## src/rtl/assert_macros.svh

```systemverilog
// Assertion macros shared by the voxel ray traversal RTL.
// Needs nothing else; included by the modules that check their own logic.
`ifndef ASSERT_MACROS_SVH
`define ASSERT_MACROS_SVH

// Check a condition at every clock edge outside reset.
`define ASSERT_ALWAYS(lbl, clk, rst_n, cond, msg) \
  lbl: assert property (@(posedge clk) disable iff (!rst_n) (cond)) else $error(msg);

// Check that an antecedent implies a consequent in the same cycle.
`define ASSERT_IMPLIES(lbl, clk, rst_n, ante, cons, msg) \
  lbl: assert property (@(posedge clk) disable iff (!rst_n) (ante) |-> (cons)) else $error(msg);

// Check that an antecedent implies a consequent in the following cycle.
`define ASSERT_NEXT(lbl, clk, rst_n, ante, cons, msg) \
  lbl: assert property (@(posedge clk) disable iff (!rst_n) (ante) |=> (cons)) else $error(msg);

`endif

```

## src/rtl/vrt_pkg.sv

```systemverilog
// Shared widths, codes and queue entry type of the voxel ray traversal block.
// No dependencies; every other file but assert_macros.svh imports it.
`timescale 1ns / 1ps

package vrt_pkg;

  // Field widths fixed by the channel format
  localparam int COORD_W = 18;
  localparam int X_W     = 4;
  localparam int Y_W     = 8;
  localparam int Z_W     = 4;
  localparam int FACE_W  = 2;
  localparam int N_W     = COORD_W + 1;

  // Parameter defaults
  localparam int MAP_SIDE_DEF      = 16;
  localparam int COLUMN_HEIGHT_DEF = 256;
  localparam int FRAC_BITS_DEF     = 8;
  localparam int MAX_STEPS_DEF     = 512;
  localparam int QUEUE_DEPTH_DEF   = 2;

  // Function codes
  localparam logic FUNC_WRITE = 1'b0;
  localparam logic FUNC_CAST  = 1'b1;

  // Axis codes
  localparam logic [1:0] AXIS_X = 2'd0;
  localparam logic [1:0] AXIS_Y = 2'd1;
  localparam logic [1:0] AXIS_Z = 2'd2;

  // Face offsets
  localparam logic signed [FACE_W-1:0] FACE_POS = 2'sb01;
  localparam logic signed [FACE_W-1:0] FACE_NEG = 2'sb11;

  // Per-axis ray setup computed by the front end
  typedef struct packed {
    logic                     act;
    logic                     neg;
    logic signed [COORD_W:0]  vox;
    logic [N_W-1:0]           n;
    logic [COORD_W-1:0]       ad;
  } axis_t;

  // Classified transaction held in the queue
  typedef struct packed {
    logic           is_cast;
    logic           wr_ok;
    logic [X_W-1:0] x;
    logic [Y_W-1:0] y;
    logic [Z_W-1:0] z;
    logic           solid;
    axis_t [2:0]    ax;
  } entry_t;

endpackage

```

## src/rtl/vrt_queue.sv

```systemverilog
// Small FIFO that decouples the front end from the traversal engine.
// Depends on vrt_pkg for the entry type and on assert_macros.svh.
`timescale 1ns / 1ps
`include "assert_macros.svh"

module vrt_queue import vrt_pkg::*; #(
  parameter int DEPTH = QUEUE_DEPTH_DEF
) (
  input  logic   clk_i,
  input  logic   rst_ni,
  input  logic   push_valid_i,
  output logic   push_ready_o,
  input  entry_t push_data_i,
  output logic   pop_valid_o,
  input  logic   pop_ready_i,
  output entry_t pop_data_o
);

  localparam int PTR_W = (DEPTH > 1) ? $clog2(DEPTH) : 1;
  localparam int CNT_W = $clog2(DEPTH + 1);

  entry_t           fifo_q [DEPTH];
  logic [PTR_W-1:0] wr_ptr_q, rd_ptr_q;
  logic [CNT_W-1:0] cnt_q;
  logic             push, pop;

  assign push_ready_o = (cnt_q != CNT_W'(DEPTH));
  assign pop_valid_o  = (cnt_q != '0);
  assign push         = push_valid_i && push_ready_o;
  assign pop          = pop_valid_o && pop_ready_i;
  assign pop_data_o   = fifo_q[rd_ptr_q];

  // Store entries
  always_ff @(posedge clk_i) begin
    if (push) begin
      fifo_q[wr_ptr_q] <= push_data_i;
    end
  end

  // Advance pointers and count
  always_ff @(posedge clk_i or negedge rst_ni) begin
    if (!rst_ni) begin
      wr_ptr_q <= '0;
      rd_ptr_q <= '0;
      cnt_q    <= '0;
    end else begin
      if (push) begin
        wr_ptr_q <= (wr_ptr_q == PTR_W'(DEPTH - 1)) ? '0 : wr_ptr_q + PTR_W'(1);
      end
      if (pop) begin
        rd_ptr_q <= (rd_ptr_q == PTR_W'(DEPTH - 1)) ? '0 : rd_ptr_q + PTR_W'(1);
      end
      if (push && !pop) begin
        cnt_q <= cnt_q + CNT_W'(1);
      end else if (pop && !push) begin
        cnt_q <= cnt_q - CNT_W'(1);
      end
    end
  end

  `ASSERT_ALWAYS(a_cnt_bound, clk_i, rst_ni, cnt_q <= CNT_W'(DEPTH), "queue count overflow")
  `ASSERT_NEXT(a_cnt_grow, clk_i, rst_ni, push && !pop, cnt_q == $past(cnt_q) + 1'b1, "queue count lost a push")

endmodule

```

## config.mk

```make
export PLATFORM = sky130hd
export DESIGN_NAME = vrt_queue
export DESIGN_NICKNAME = d
export VERILOG_FILES = /design/src/rtl/vrt_pkg.sv /design/src/rtl/vrt_queue.sv
export VERILOG_INCLUDE_DIRS = /design/src /design/src/rtl
export SDC_FILE = /design/constraint.sdc
export NUM_CORES = 1
export LEC_CHECK = 0
export ABC_AREA = 1
export BUFFER_PORTS_ARGS = -buffer_cell sky130_fd_sc_hd__buf_2
export CAP_MARGIN = 20
export CORE_UTILIZATION = 35
export DETAILED_ROUTE_END_ITERATION = 8
export GPL_ROUTABILITY_DRIVEN = 0
export MAX_ROUTING_LAYER = met4
export SYNTH_ARGS = -nofsm -noshare
export SYNTH_HDL_FRONTEND = slang
export SYNTH_SLANG_ARGS = --single-unit
export TNS_END_PERCENT = 100
```

## constraint.sdc

```tcl
create_clock -name clk_i -period 9.2 [get_ports clk_i]
set_clock_uncertainty 0.05 [all_clocks]
set_input_delay 0 -clock clk_i [delete_from_list [all_inputs] [get_ports clk_i]]
set_output_delay 0 -clock clk_i [all_outputs]
set_load 0.02 [all_outputs]
```

* Word-level counts from Yosys, hierarchy flattened *
Memory sizes are Yosys's and may differ from the RTL's.
Index checks and enable logic that the tools add are counted.

word-level totals
  register bits after elaboration = 4
  memory bits (writable) = 386
  input port bits = 197
  output and inout port bits = 195
  word-level logic and storage cells = 23
  memories kept = 1

memories
  name    words  width  read ports  clocked after memory_dff  write ports  RTL line         source
  fifo_q  2      193    1           0                         1            vrt_queue.sv:22  entry_t fifo_q [DEPTH];

operators by class
  $add $sub $neg = 4
  equal/unequal tests = 1
  mux-type cells = 6
  reductions and logical operators = 8

operators with widths
  operator               count
  $logic_and A1 B1 Y1    4
  $mux W1                4
  $mux W2                2
  $reduce_bool A2 Y1     2
  $add A1 B1 Y1 const B  2
  $add A2 B1 Y2 const B  1
  $logic_not A1 Y1       2
  $ne A2 B2 Y1 const B   1
  $sub A2 B1 Y2 const B  1

* Depth between registers and ports, before layout *
Gate-level depths: netlist of the first run.

  depth after elaboration = 6
  mapped depth = 10
  depth with buffers taken out = 10

* Worst setup path before layout of the first run *
Ideal clock, no wire load.

  path kind = register to register
  start point = reg cnt_q[0]
  end point = mem fifo_q[0][0] (netlist name), enable pin
  setup time = 750 ps
  data arrival time = 8766 ps
  required time = 8400 ps
  path slack = -366 ps
  stages on the path, launching flop included = 5
  buffers on the path = 0
  period minus slack after synthesis = 9566 ps
  path through = dfrtp_1 inv_1 nand2_1 nand2_1 nor2_1

between the ends
  longest elaborated chain between the ends = 4

ends and longest elaborated chain
  item                           RTL line         source
  start: declaration             vrt_queue.sv:24  logic [CNT_W-1:0] cnt_q;
  start signal: assignment       vrt_queue.sv:54  cnt_q <= cnt_q + CNT_W'(1);
  start signal: assignment       vrt_queue.sv:56  cnt_q <= cnt_q - CNT_W'(1);
  $ne A2 B2 Y1                   vrt_queue.sv:27  assign push_ready_o = (cnt_q != CNT_W'(DEPTH));
  net push_ready_o               vrt_queue.sv:12  output logic push_ready_o,
  $logic_and A1 B1 Y1            vrt_queue.sv:29  assign push = push_valid_i && push_ready_o;
  $mux W1                        vrt_queue.sv:35  if (push) begin
  $mux W1 (not written as such)  vrt_queue.sv:36  fifo_q[wr_ptr_q] <= push_data_i;
  end: declaration               vrt_queue.sv:22

The timed path passes the listed nets, and every way through them passes these cells.

==> flow_summary.toml, run 1 <==
[clock_network]
post_cts.repair.setup_buffers = 0
cts.sinks = 390
clockRootBuffer = "clkbuf_16"
cts_tree = "done"
htreeDepth = 2
insertion_delay_ns = 0.53
clkTransAtPathRegs_ns = 0.06
cts_max_path_buffers = 3
ctsResizeCount = 0
cts_buffers = 41

[yosys]
syn_nets = 1235
synthCells = 1037
syn_area_um2 = 14300
yosysUniqueCellTypes = 14
synth_top_family_by_area = "simple AND/OR/NAND/NOR gates"
synth_seq_area_share_pct = 81.6
synthSimpleGateAreaFrac_pct = 15.6
synth_edf_count = 386
synth-adder-area-share_pct = 0.0874
synth-seq-cells = 390
yosys.area_share.xor_xnor_pct = 0.122
synth_ff_type = "edfxtp_1"
synth-compound-area-share_pct = 0
synthArstFlopShare_pct = 1.03
yosys-mux-area-fraction_pct = 0
yosysWarnings = 0
avgSynthCellArea_um2 = 13.8

[power]
comb_power_share_pct = 35.3
seqPwrFrac_pct = 40.6
p_sw_mw = 2.34
p_sw_share_pct = 37.4
p_int_mw = 3.92
p_leak_nw = 8.46
power.density_nw_per_um2 = 315
peakVddDrop_mv = 0.295
p_clk_share_pct = 24.1

[worst_setup_path]
critPathLaunchType = "register"
worstPathMaxFanout = 104
critPathRequiredTime_ns = 9.15
critical_path_class = "reg -> out"
critical_path.cell_chain = "inv_6, buf_4, nand2_1, nand2_1, buf_2"
r2r_start = "cnt_q[0]"
cp_common_cell = "nand2_1"
arrival_ns = 3.24
r2r_setup_slack_ns = 5.98
critPathTopFamily = "buffers and inverters"
critPathCaptureType = "primary output"
cp_slowest_cell = "buf_4"
startpoint = "rd_ptr_q"
timing.critical_path.buf_inv = 3
cp_slowest_stage_delay_ns = 0.87

[global_routing]
grt-ovfl-total = 0
grt_max_degree = 105
grt_pass1_wl_um = 49700
grtUsageTotal_pct = 15.9
antenna_found_initial = 1
grt_pass1_vias = 9488

[cells_and_area]
nNetsFinal = 1832
area_growth_pct = 38.8
drive_gt1_share_pct = 27.4
final_cells = 2184

[sta]
worst_pin_slew_ns = 1.05
drv_slew = 0
fmax_mhz = 304
hold_viol_final = 0
fin_crit_sh_pct = 35.8
finalSetupViolCount = 0
max_slew_margin_pct = 29.7
finalCriticalPeriod_ns = 3.29
hold-worst-slack_ns = 0.128
rsz0062_at_grt = "false"

[placement]
placedCellCount = 1919
numPortBuffers = 391
place_hpwl_um = 20200

[drt]
drcViolationCount = 0
wl_per_cell_um = 15.4
ant_nets = 0
drt-initial-drc-count = 527
wl_um = 33500
drt_pass1_iterations = 5
vias = 9638
vias_per_cell = 4.41

[min_path]
min_from = "push_data_i[110]"
hp-class = "in -> reg"

[floorplan]
rows = 73
die-area_um2 = 41700
die_w_um = 204
ios = 392
die_h_um = 204
core_area_um2 = 40000
start_util_pct = 35.8

[job]
cap_violations = 0

[run_status]
status = "complete, no violations"
cell usage in the layout (no fill, tap or decap):
master / Yosys / final
nand2_1: 589 / 589
buf_2: 21 / 391
edfxtp_1: 386 / 386
dlygate4sd3_1: 0 / 197
clkbuf_16: 0 / 43
clkbuf_1: 0 / 10
buf_4: 4 / 9
clkinv_1: 0 / 7
inv_1: 6 / 6
inv_6: 0 / 3
clkinv_2: 0 / 3
dfrtp_1: 4 / 3
nor2_4: 0 / 2
nand3_1: 2 / 2
diode_2: 0 / 1
xnor2_1: 1 / 1
xor2_1: 1 / 1
nand4_1: 1 / 1
ha_1: 1 / 1
bufinv_16: 0 / 1
clkinv_4: 0 / 1
dfrtp_4: 0 / 1
sequential cells by signal, indices dropped and copies added, names as in the netlist:
register	flops
cnt_q	2
rd_ptr_q	1
wr_ptr_q	1
fifo_q	386
path summary, 6_finish.rpt:
kind | to | cells past startpoint
setup / recovery | pop_data_o[29] | 5
hold / removal | fifo_q[0][110] | 2
setup reg to reg | fifo_q[1][90] | 6
hold reg to reg | cnt_q[1] | 2
max in group asynchronous | rd_ptr_q | 3
min in group asynchronous | cnt_q[0] | 3
power by group through the flow:
stage	Clock [mW]	Combinational (mW)	Sequential, mW
global route	1.62	2.41	2.58
floorplan	0	1.46	2.67
detailed placement	0	2.16	2.58
CTS	1.56	2.23	2.54
finish	1.51	2.21	2.54
global placement	0	2.16	2.57
worst register-to-register path, cell delays in order (launching register included):
cell     delay, ns
dfrtp_1       0.38
inv_1         0.09
nand2_1       0.10
nand2_1       0.18
nor2_4        0.66
buf_4         0.51
buf_4         0.78
per-layer routing:
metal / global-route usage (%) / routed length (µm)
met5: - / 0
met4: 6.00 / 742
met3: 4.77 / 2800
met2: 25.5 / 16400
met1: 18.9 / 13600
cells in the mapped netlist, types with 2 or more instances:
master / n / area, µm²
nor2_1: 2 / 7.51
dfrtp_1: 4 / 100
nand3_1: 2 / 10.0
inv_1: 6 / 22.5
nand2_1: 589 / 2210
buf_2: 21 / 105
buf_4: 4 / 30.0
buf_6: 18 / 203
edfxtp_1: 386 / 11600
cell type report:
class | instances | area, µm²
Antenna cell | 1 | 2.50
Clock buffer | 53 | 1110
Clock inverter | 14 | 97.6
Fill cell | 3408 | 20100
Inverter | 7 | 31.3
Multi-Input combinational cell | 597 | 2280
Sequential cell | 390 | 11700
Tap cell | 525 | 657
Timing Repair Buffer | 597 | 4000
metrics by stage:
stage          TNS [ns]  util [%]  cell area [µm²]  power (mW)  worst slack (ns)
5_1_grt               0      49.7            19900        6.61              5.62
3_3_place_gp          0      41.7            16700        4.73              5.94
6_report              0      49.7            19900        6.26              5.91
2_1_floorplan   -141.36         -            14300        4.13            -0.366
3_5_place_dp          0      41.7            16700        4.74              5.94
4_1_cts               0      49.7            19900        6.34              5.76
what timing repair did:
item / 4_1_cts / 5_1_grt
hold buffers: 197 / 0
hold endpoints to repair: 394 / 0
endpoints found under the setup margin: 0 / 0
logic make-up after synthesis:
family	count (synthesis)
xor+xnor	2
fa+ha+maj	1
buf+inv	50
flops	390
simple gates	594
Power figures use the tool's default switching activity.
==> inputs of run 2 (changes only) <==
==> constraint.sdc (replaced) <==
create_clock -name clk_i -period 2.9 [get_ports clk_i]
set_clock_uncertainty 0.05 [all_clocks]
set_input_delay 0 -clock clk_i [delete_from_list [all_inputs] [get_ports clk_i]]
set_output_delay 0 -clock clk_i [all_outputs]
set_load 0.02 [all_outputs]
==> run 2 against run 1 <==
  * Design area up 1.5%
  * First-iteration DRC count down 19%
  * Largest cell class unchanged
  * Register-to-register slack worse by 4.9 ns
  * Critical endpoint is now pop_data_o[61]
  * Clock power rose to 3.4 times the previous value
  * Power rose to 3.3 times the previous value
  * Non-clock buffer count up 10
  * Count of clock-buffer cells in the layout up 5
  * Critical path type unchanged
==> flow_summary.toml, run 2 (synthesis results as in run 1) <==
[cells_and_area]
drive_gt1_share_pct = 28.1
fillers = 3404
area_growth_pct = 40.8
largestRegisters = "fifo_q: 386 flops, cnt_q: 2 flops"
final_cells = 2202
finish.utilization_pct = 50.4
nNetsFinal = 1843
largest_register = "fifo_q"
final_cell_mix = "nand2_1, buf_2, edfxtp_1, dlygate4sd3_1, clkbuf_16"
final_common_cell = "nand2_1"
largest_reg_flops = 386

[global_routing]
grt_max_degree = 195
grt_pass1_vias = 9560
grt-ovfl-total = 0
grtUsageTotal_pct = 16.2
antenna_found_initial = 2
grt_pass1_wl_um = 50800

[sta]
fin_crit_sh_pct = 79.0
fmax_mhz = 436
rsz0062_at_grt = "false"
finalSetupViolCount = 0
drv_slew = 0
worst_pin_slew_ns = 0.991
max_slew_margin_pct = 33.9
postLayoutSetupSlackWorst_ns = 0.609
hold_viol_final = 0
finalCriticalPeriod_ns = 2.29
setup_tns_ns = 0

[floorplan]
core_area_um2 = 40000
ios = 392
start_util_pct = 35.8
die_h_um = 204
die-area_um2 = 41700
die_w_um = 204
rows = 73

[clock_network]
cts.sinks = 390
post_cts.repair.setup_buffers = 0
cts_max_path_buffers = 3
clockRootBuffer = "clkbuf_16"
htreeDepth = 2
cts_buffers = 42
cts_tree = "done"
clkTransAtPathRegs_ns = 0.06
insertion_delay_ns = 0.55

[power]
p_int_mw = 12.9
p_clk_share_pct = 25.1
total_power_mw = 20.4
power.density_nw_per_um2 = 1010
seqPwrFrac_pct = 39.1
p_sw_mw = 7.52
comb_power_share_pct = 35.8
peakVddDrop_mv = 0.714
p_sw_share_pct = 36.8
p_leak_nw = 8.59

[min_path]
hp-class = "in -> reg"

[drt]
ant_nets = 0
vias_per_cell = 4.38
drt_pass1_iterations = 5
vias = 9645
drcViolationCount = 0
wl_um = 33700
drt-initial-drc-count = 427
wl_per_cell_um = 15.3

[worst_setup_path]
critical_path_class = "reg -> out"
arrival_ns = 2.24
worstPathMaxFanout = 68
critPathCaptureType = "primary output"
critPathRequiredTime_ns = 2.85
critPathLaunchType = "register"

[job]
cap_violations = 0

[run_status]
status = "complete, no violations"

[placement]
dp_slack_ns = 1.10
placedCellCount = 1929
numPortBuffers = 391
place_hpwl_um = 20400
## run 2: cell types whose count changed in the layout (fill, tap and decap cells not counted), sizes merged
cell,change
buf,+10
bufinv,+2
clkbuf,+5
clkinvlp,+1
diode,+1
inv,-1
## run 2: timing repair
action,in CTS,in global routing
resized for setup,0,0
hold endpoints to repair,407,0
hold buffers,197,0
## run 2: final timing paths
path                                   to  slack [ns]              from  depth (start not counted)
hold reg to reg                  cnt_q[0]        0.47          cnt_q[0]                          1
setup / recovery           pop_data_o[61]        0.61          rd_ptr_q                          5
min in group asynchronous        cnt_q[0]        0.31            rst_ni                          3
hold / removal             fifo_q[1][143]        0.12  push_data_i[143]                          2
setup reg to reg            fifo_q[1][40]        1.05          cnt_q[0]                          5
max in group asynchronous        rd_ptr_q        2.27            rst_ni                          3
## run 2: power by group through the flow
stage	Clock, mW	Combinational [mW]	Sequential, mW
final	5.14	7.31	7.98
after global routing	5.51	7.99	8.08
after CTS	5.30	7.44	7.99
after detailed placement	0	7.21	8.10
after global placement	0	7.17	8.06
after floorplan	0	4.67	8.15
## run 2: metal layers
layer  up-vias  global-route usage (%)  share of wire (%)
li1       4723                       -                  -
met1      4538                    19.7                 42
met2       331                    25.9                 48
met3        53                    4.43                7.9
met4         0                    6.00                2.2
met5         -                       -                  0
## run 2: stage by stage
stage | hold slack, ns | instance area, µm²
after floorplan | -0.346 | 14400
after global placement | -0.235 | 16900
after detailed placement | -0.230 | 16900
after CTS | 0.0723 | 20200
after global routing | 0.0966 | 20200
final | 0.116 | 20200
## run 2: area by class of cell
type	count	area (µm²)	share of cell area, %
clock inverter	16	153	0.757
clock buffer	58	1170	5.83
antenna	2	5.00	0.0248
sequential	390	11700	58.0
multi-input combinational	597	2290	11.4
timing repair buffer	607	4160	20.6
tap	525	657	3.26
inverter	7	31.3	0.155
## run 2: worst max-delay path, cell delays in order (launching register included)
cell and delay (ns):
dfrtp_4 0.50, inv_6 0.48, buf_4 0.35, nand2_1 0.08, nand2_1 0.08, buf_2 0.17
==> inputs of run 3 (changes only) <==
--- a/config.mk
+++ b/config.mk
@@ -6,7 +6,7 @@
 export SDC_FILE = /design/constraint.sdc
 export NUM_CORES = 1
 export LEC_CHECK = 0
-export ABC_AREA = 1
+export ABC_AREA = 0
 export BUFFER_PORTS_ARGS = -buffer_cell sky130_fd_sc_hd__buf_2
 export CAP_MARGIN = 20
 export CORE_UTILIZATION = 35
==> constraint.sdc (replaced) <==
create_clock -name clk_i -period 2 [get_ports clk_i]
set_clock_uncertainty 0.05 [all_clocks]
set_input_delay 0 -clock clk_i [delete_from_list [all_inputs] [get_ports clk_i]]
set_output_delay 0 -clock clk_i [all_outputs]
set_load 0.02 [all_outputs]
==> run 3 against run 2 <==
  * The flow now finishes with violations (negative setup slack)
  * First-iteration DRC count fell by 30%
  * Combinational power rose by 75%
  * Routed wire length fell by 3.3%
  * Global-route usage fell by 0.79 points
  * Worst setup slack got worse by 0.67 ns
  * Cell count fell by 16%
  * Power rose by 58%
  * Die area rose by 3.2%
  * Via count fell by 16%
  * Sequential share of layout area fell by 4.2 points
  * Largest cell class unchanged
==> flow_summary.toml, run 3 <==
[job]
cap_violations = 0

[worst_setup_path]
critPathCaptureType = "primary output"
critical_path_class = "reg -> out"
r2r_end = "fifo_q[0][100]"
critPathRequiredTime_ns = 1.95
r2r_cells = 5
critical_path.cell_chain = "buf_16, buf_12, clkbuf_16, mux2_4, buf_6"
r2r_setup_slack_ns = 0.30
cp_slowest_cell = "dfrtp_4"
r2r_start = "cnt_q[0]"
worstPathMaxFanout = 6
critPathLaunchType = "register"
arrival_ns = 2.01
cp_slowest_stage_delay_ns = 0.54

[yosys]
synthCells = 619
yosysUniqueCellTypes = 16
synth_seq_area_share_pct = 79.0
synthArstFlopShare_pct = 1.03
synth_top_cell_area_share_pct = 78.4
synth_edf_count = 386
syn_area_um2 = 14800
synthTopCellsByCount = "edfxtp_1, mux2_4, mux2_2"
synth_area_leaders = "edfxtp_1, mux2_4, mux2_2"
avgSynthCellArea_um2 = 23.9
synth_ff_type = "edfxtp_1"
yosysMostFrequentCell = "edfxtp_1"
synth-seq-cells = 390
yosysTopAreaCell = "edfxtp_1"
yosysWarnings = 0
syn_nets = 817

[floorplan]
ios = 392
core_area_um2 = 41300
rows = 74
die-area_um2 = 43100
start_util_pct = 35.8
die_h_um = 208
die_w_um = 208

[clock_network]
cts_max_path_buffers = 3
htreeDepth = 2
clkTransAtPathRegs_ns = 0.06
cts_tree = "done"
cts.sinks = 390
cts_buffers = 41
clockRootBuffer = "clkbuf_16"
insertion_delay_ns = 0.54

[sta]
fmax_mhz = 486
hold-worst-slack_ns = 0.128
setup_tns_ns = -1.05
drv_slew = 0
rsz0062_at_grt = "true"
finalSetupViolCount = 24
finalCriticalPeriod_ns = 2.06
worst_pin_slew_ns = 0.253
postLayoutSetupSlackWorst_ns = -0.0596
max_slew_margin_pct = 83.1
fin_crit_sh_pct = 103
hold_viol_final = 0

[cells_and_area]
largestRegisters = "fifo_q: 386 flops, cnt_q: 2 flops"
finalInstanceArea_um2 = 21800
fillers = 3281
final_cells = 1842
final_common_cell = "edfxtp_1"
largest_reg_flops = 386
drive_gt1_share_pct = 53.7
largest_register = "fifo_q"
area_growth_pct = 47.1
nNetsFinal = 1476
final_cell_mix = "edfxtp_1, buf_2, dlygate4sd3_1, mux2_4, buf_4"
num_antenna_cells = 0
finish.utilization_pct = 52.7

[min_path]
min_to = "fifo_q[0][1]"
hold_path_depth = 2
min_from = "push_data_i[1]"
hp-class = "in -> reg"

[placement]
placed_area_um2 = 17700
place_hpwl_um = 21100
numPortBuffers = 391
placedCellCount = 1555
dp_slack_ns = 0.298

[power]
total_power_mw = 32.2
peakVddDrop_mv = 0.978
power.density_nw_per_um2 = 1480
p_leak_nw = 8.72

[drt]
drcViolationCount = 0
wl_per_cell_um = 17.7
ant_nets = 0
drt-initial-drc-count = 298
vias_per_cell = 4.41
drt_pass1_iterations = 4
wl_um = 32600
vias = 8125

[run_status]
violations = "negative setup slack"
status = "finished with violations"

[global_routing]
grt_pass1_wl_um = 49600
grt_pass1_vias = 8778
grt_max_degree = 39
grtUsageTotal_pct = 15.4
antenna_found_initial = 0
grt-ovfl-total = 0
## run 3: cell types whose count changed after synthesis, moves of 4 or more
cell,delta
nand2_1,-587
mux2_4,+160
mux2_2,+33
buf_2,-18
inv_1,-5
buf_4,-4
## run 3: how the worst max path moves through the flow
stage	slack [ns]	start	cells past startpoint	endpoint
6_report	-0.06	rd_ptr_q	5	pop_data_o[101]
5_1_grt	-0.12	rd_ptr_q	4	pop_data_o[73]
4_1_cts	-0.11	rd_ptr_q	4	pop_data_o[31]
3_5_place_dp	0.30	cnt_q[0]	5	fifo_q[0][55]
3_3_place_gp	0.32	cnt_q[0]	5	fifo_q[0][100]
2_1_floorplan	-1.97	cnt_q[0]	3	fifo_q[0][0]
## run 3: where the power goes
part	total (mW)	switching, mW	internal, mW
Clock	7.87	2.99	4.88
Sequential	11.6	0.449	11.1
Combinational	12.8	6.48	6.27
## run 3: final cells by class
class | count | area (µm²) | area share (%)
Tap cell | 532 | 666 | 3.06
Sequential cell | 390 | 11700 | 53.8
Clock buffer | 54 | 1170 | 5.37
Timing Repair Buffer | 638 | 5060 | 23.3
Inverter | 1 | 3.75 | 0.0173
Multi-Input combinational cell | 206 | 2900 | 13.3
Clock inverter | 21 | 255 | 1.17
## run 3: metal layers
layer,share of wire (%),global-route usage (%),wire length (µm)
met3,5.7,3.54,1850
met4,2.2,5.35,724
met1,40,17.8,13000
met2,52,26.4,17000
met5,0,-,0
## run 3: worst max-delay path: cells and delay by family (launching register included)
kind / cells / cell delay (ns)
DFF: 1 / 0.54
muxes: 1 / 0.31
buffers and inverters: 4 / 0.61
## run 3: repair_timing
| action | 4_1_cts | 5_1_grt |
|---|---|---|
| hold endpoints to repair | 419 | 0 |
| gates cloned | 3 | 2 |
| setup buffers | 10 | 1 |
| hold buffers | 197 | 0 |
| setup endpoints to repair | 135 | 158 |
| gates resized for setup | 86 | 49 |
## run 3: logic make-up after synthesis
| kind of cell | after synthesis | synth area share, % |
|---|---|---|
| and+or+nand+nor | 7 | 0.229 |
| DFF | 390 | 79.0 |
| muxes | 193 | 18.8 |
| adders and majority gates | 1 | 0.0846 |
| buffers and inverters | 23 | 1.60 |
| xor gates and xnor gates | 5 | 0.296 |
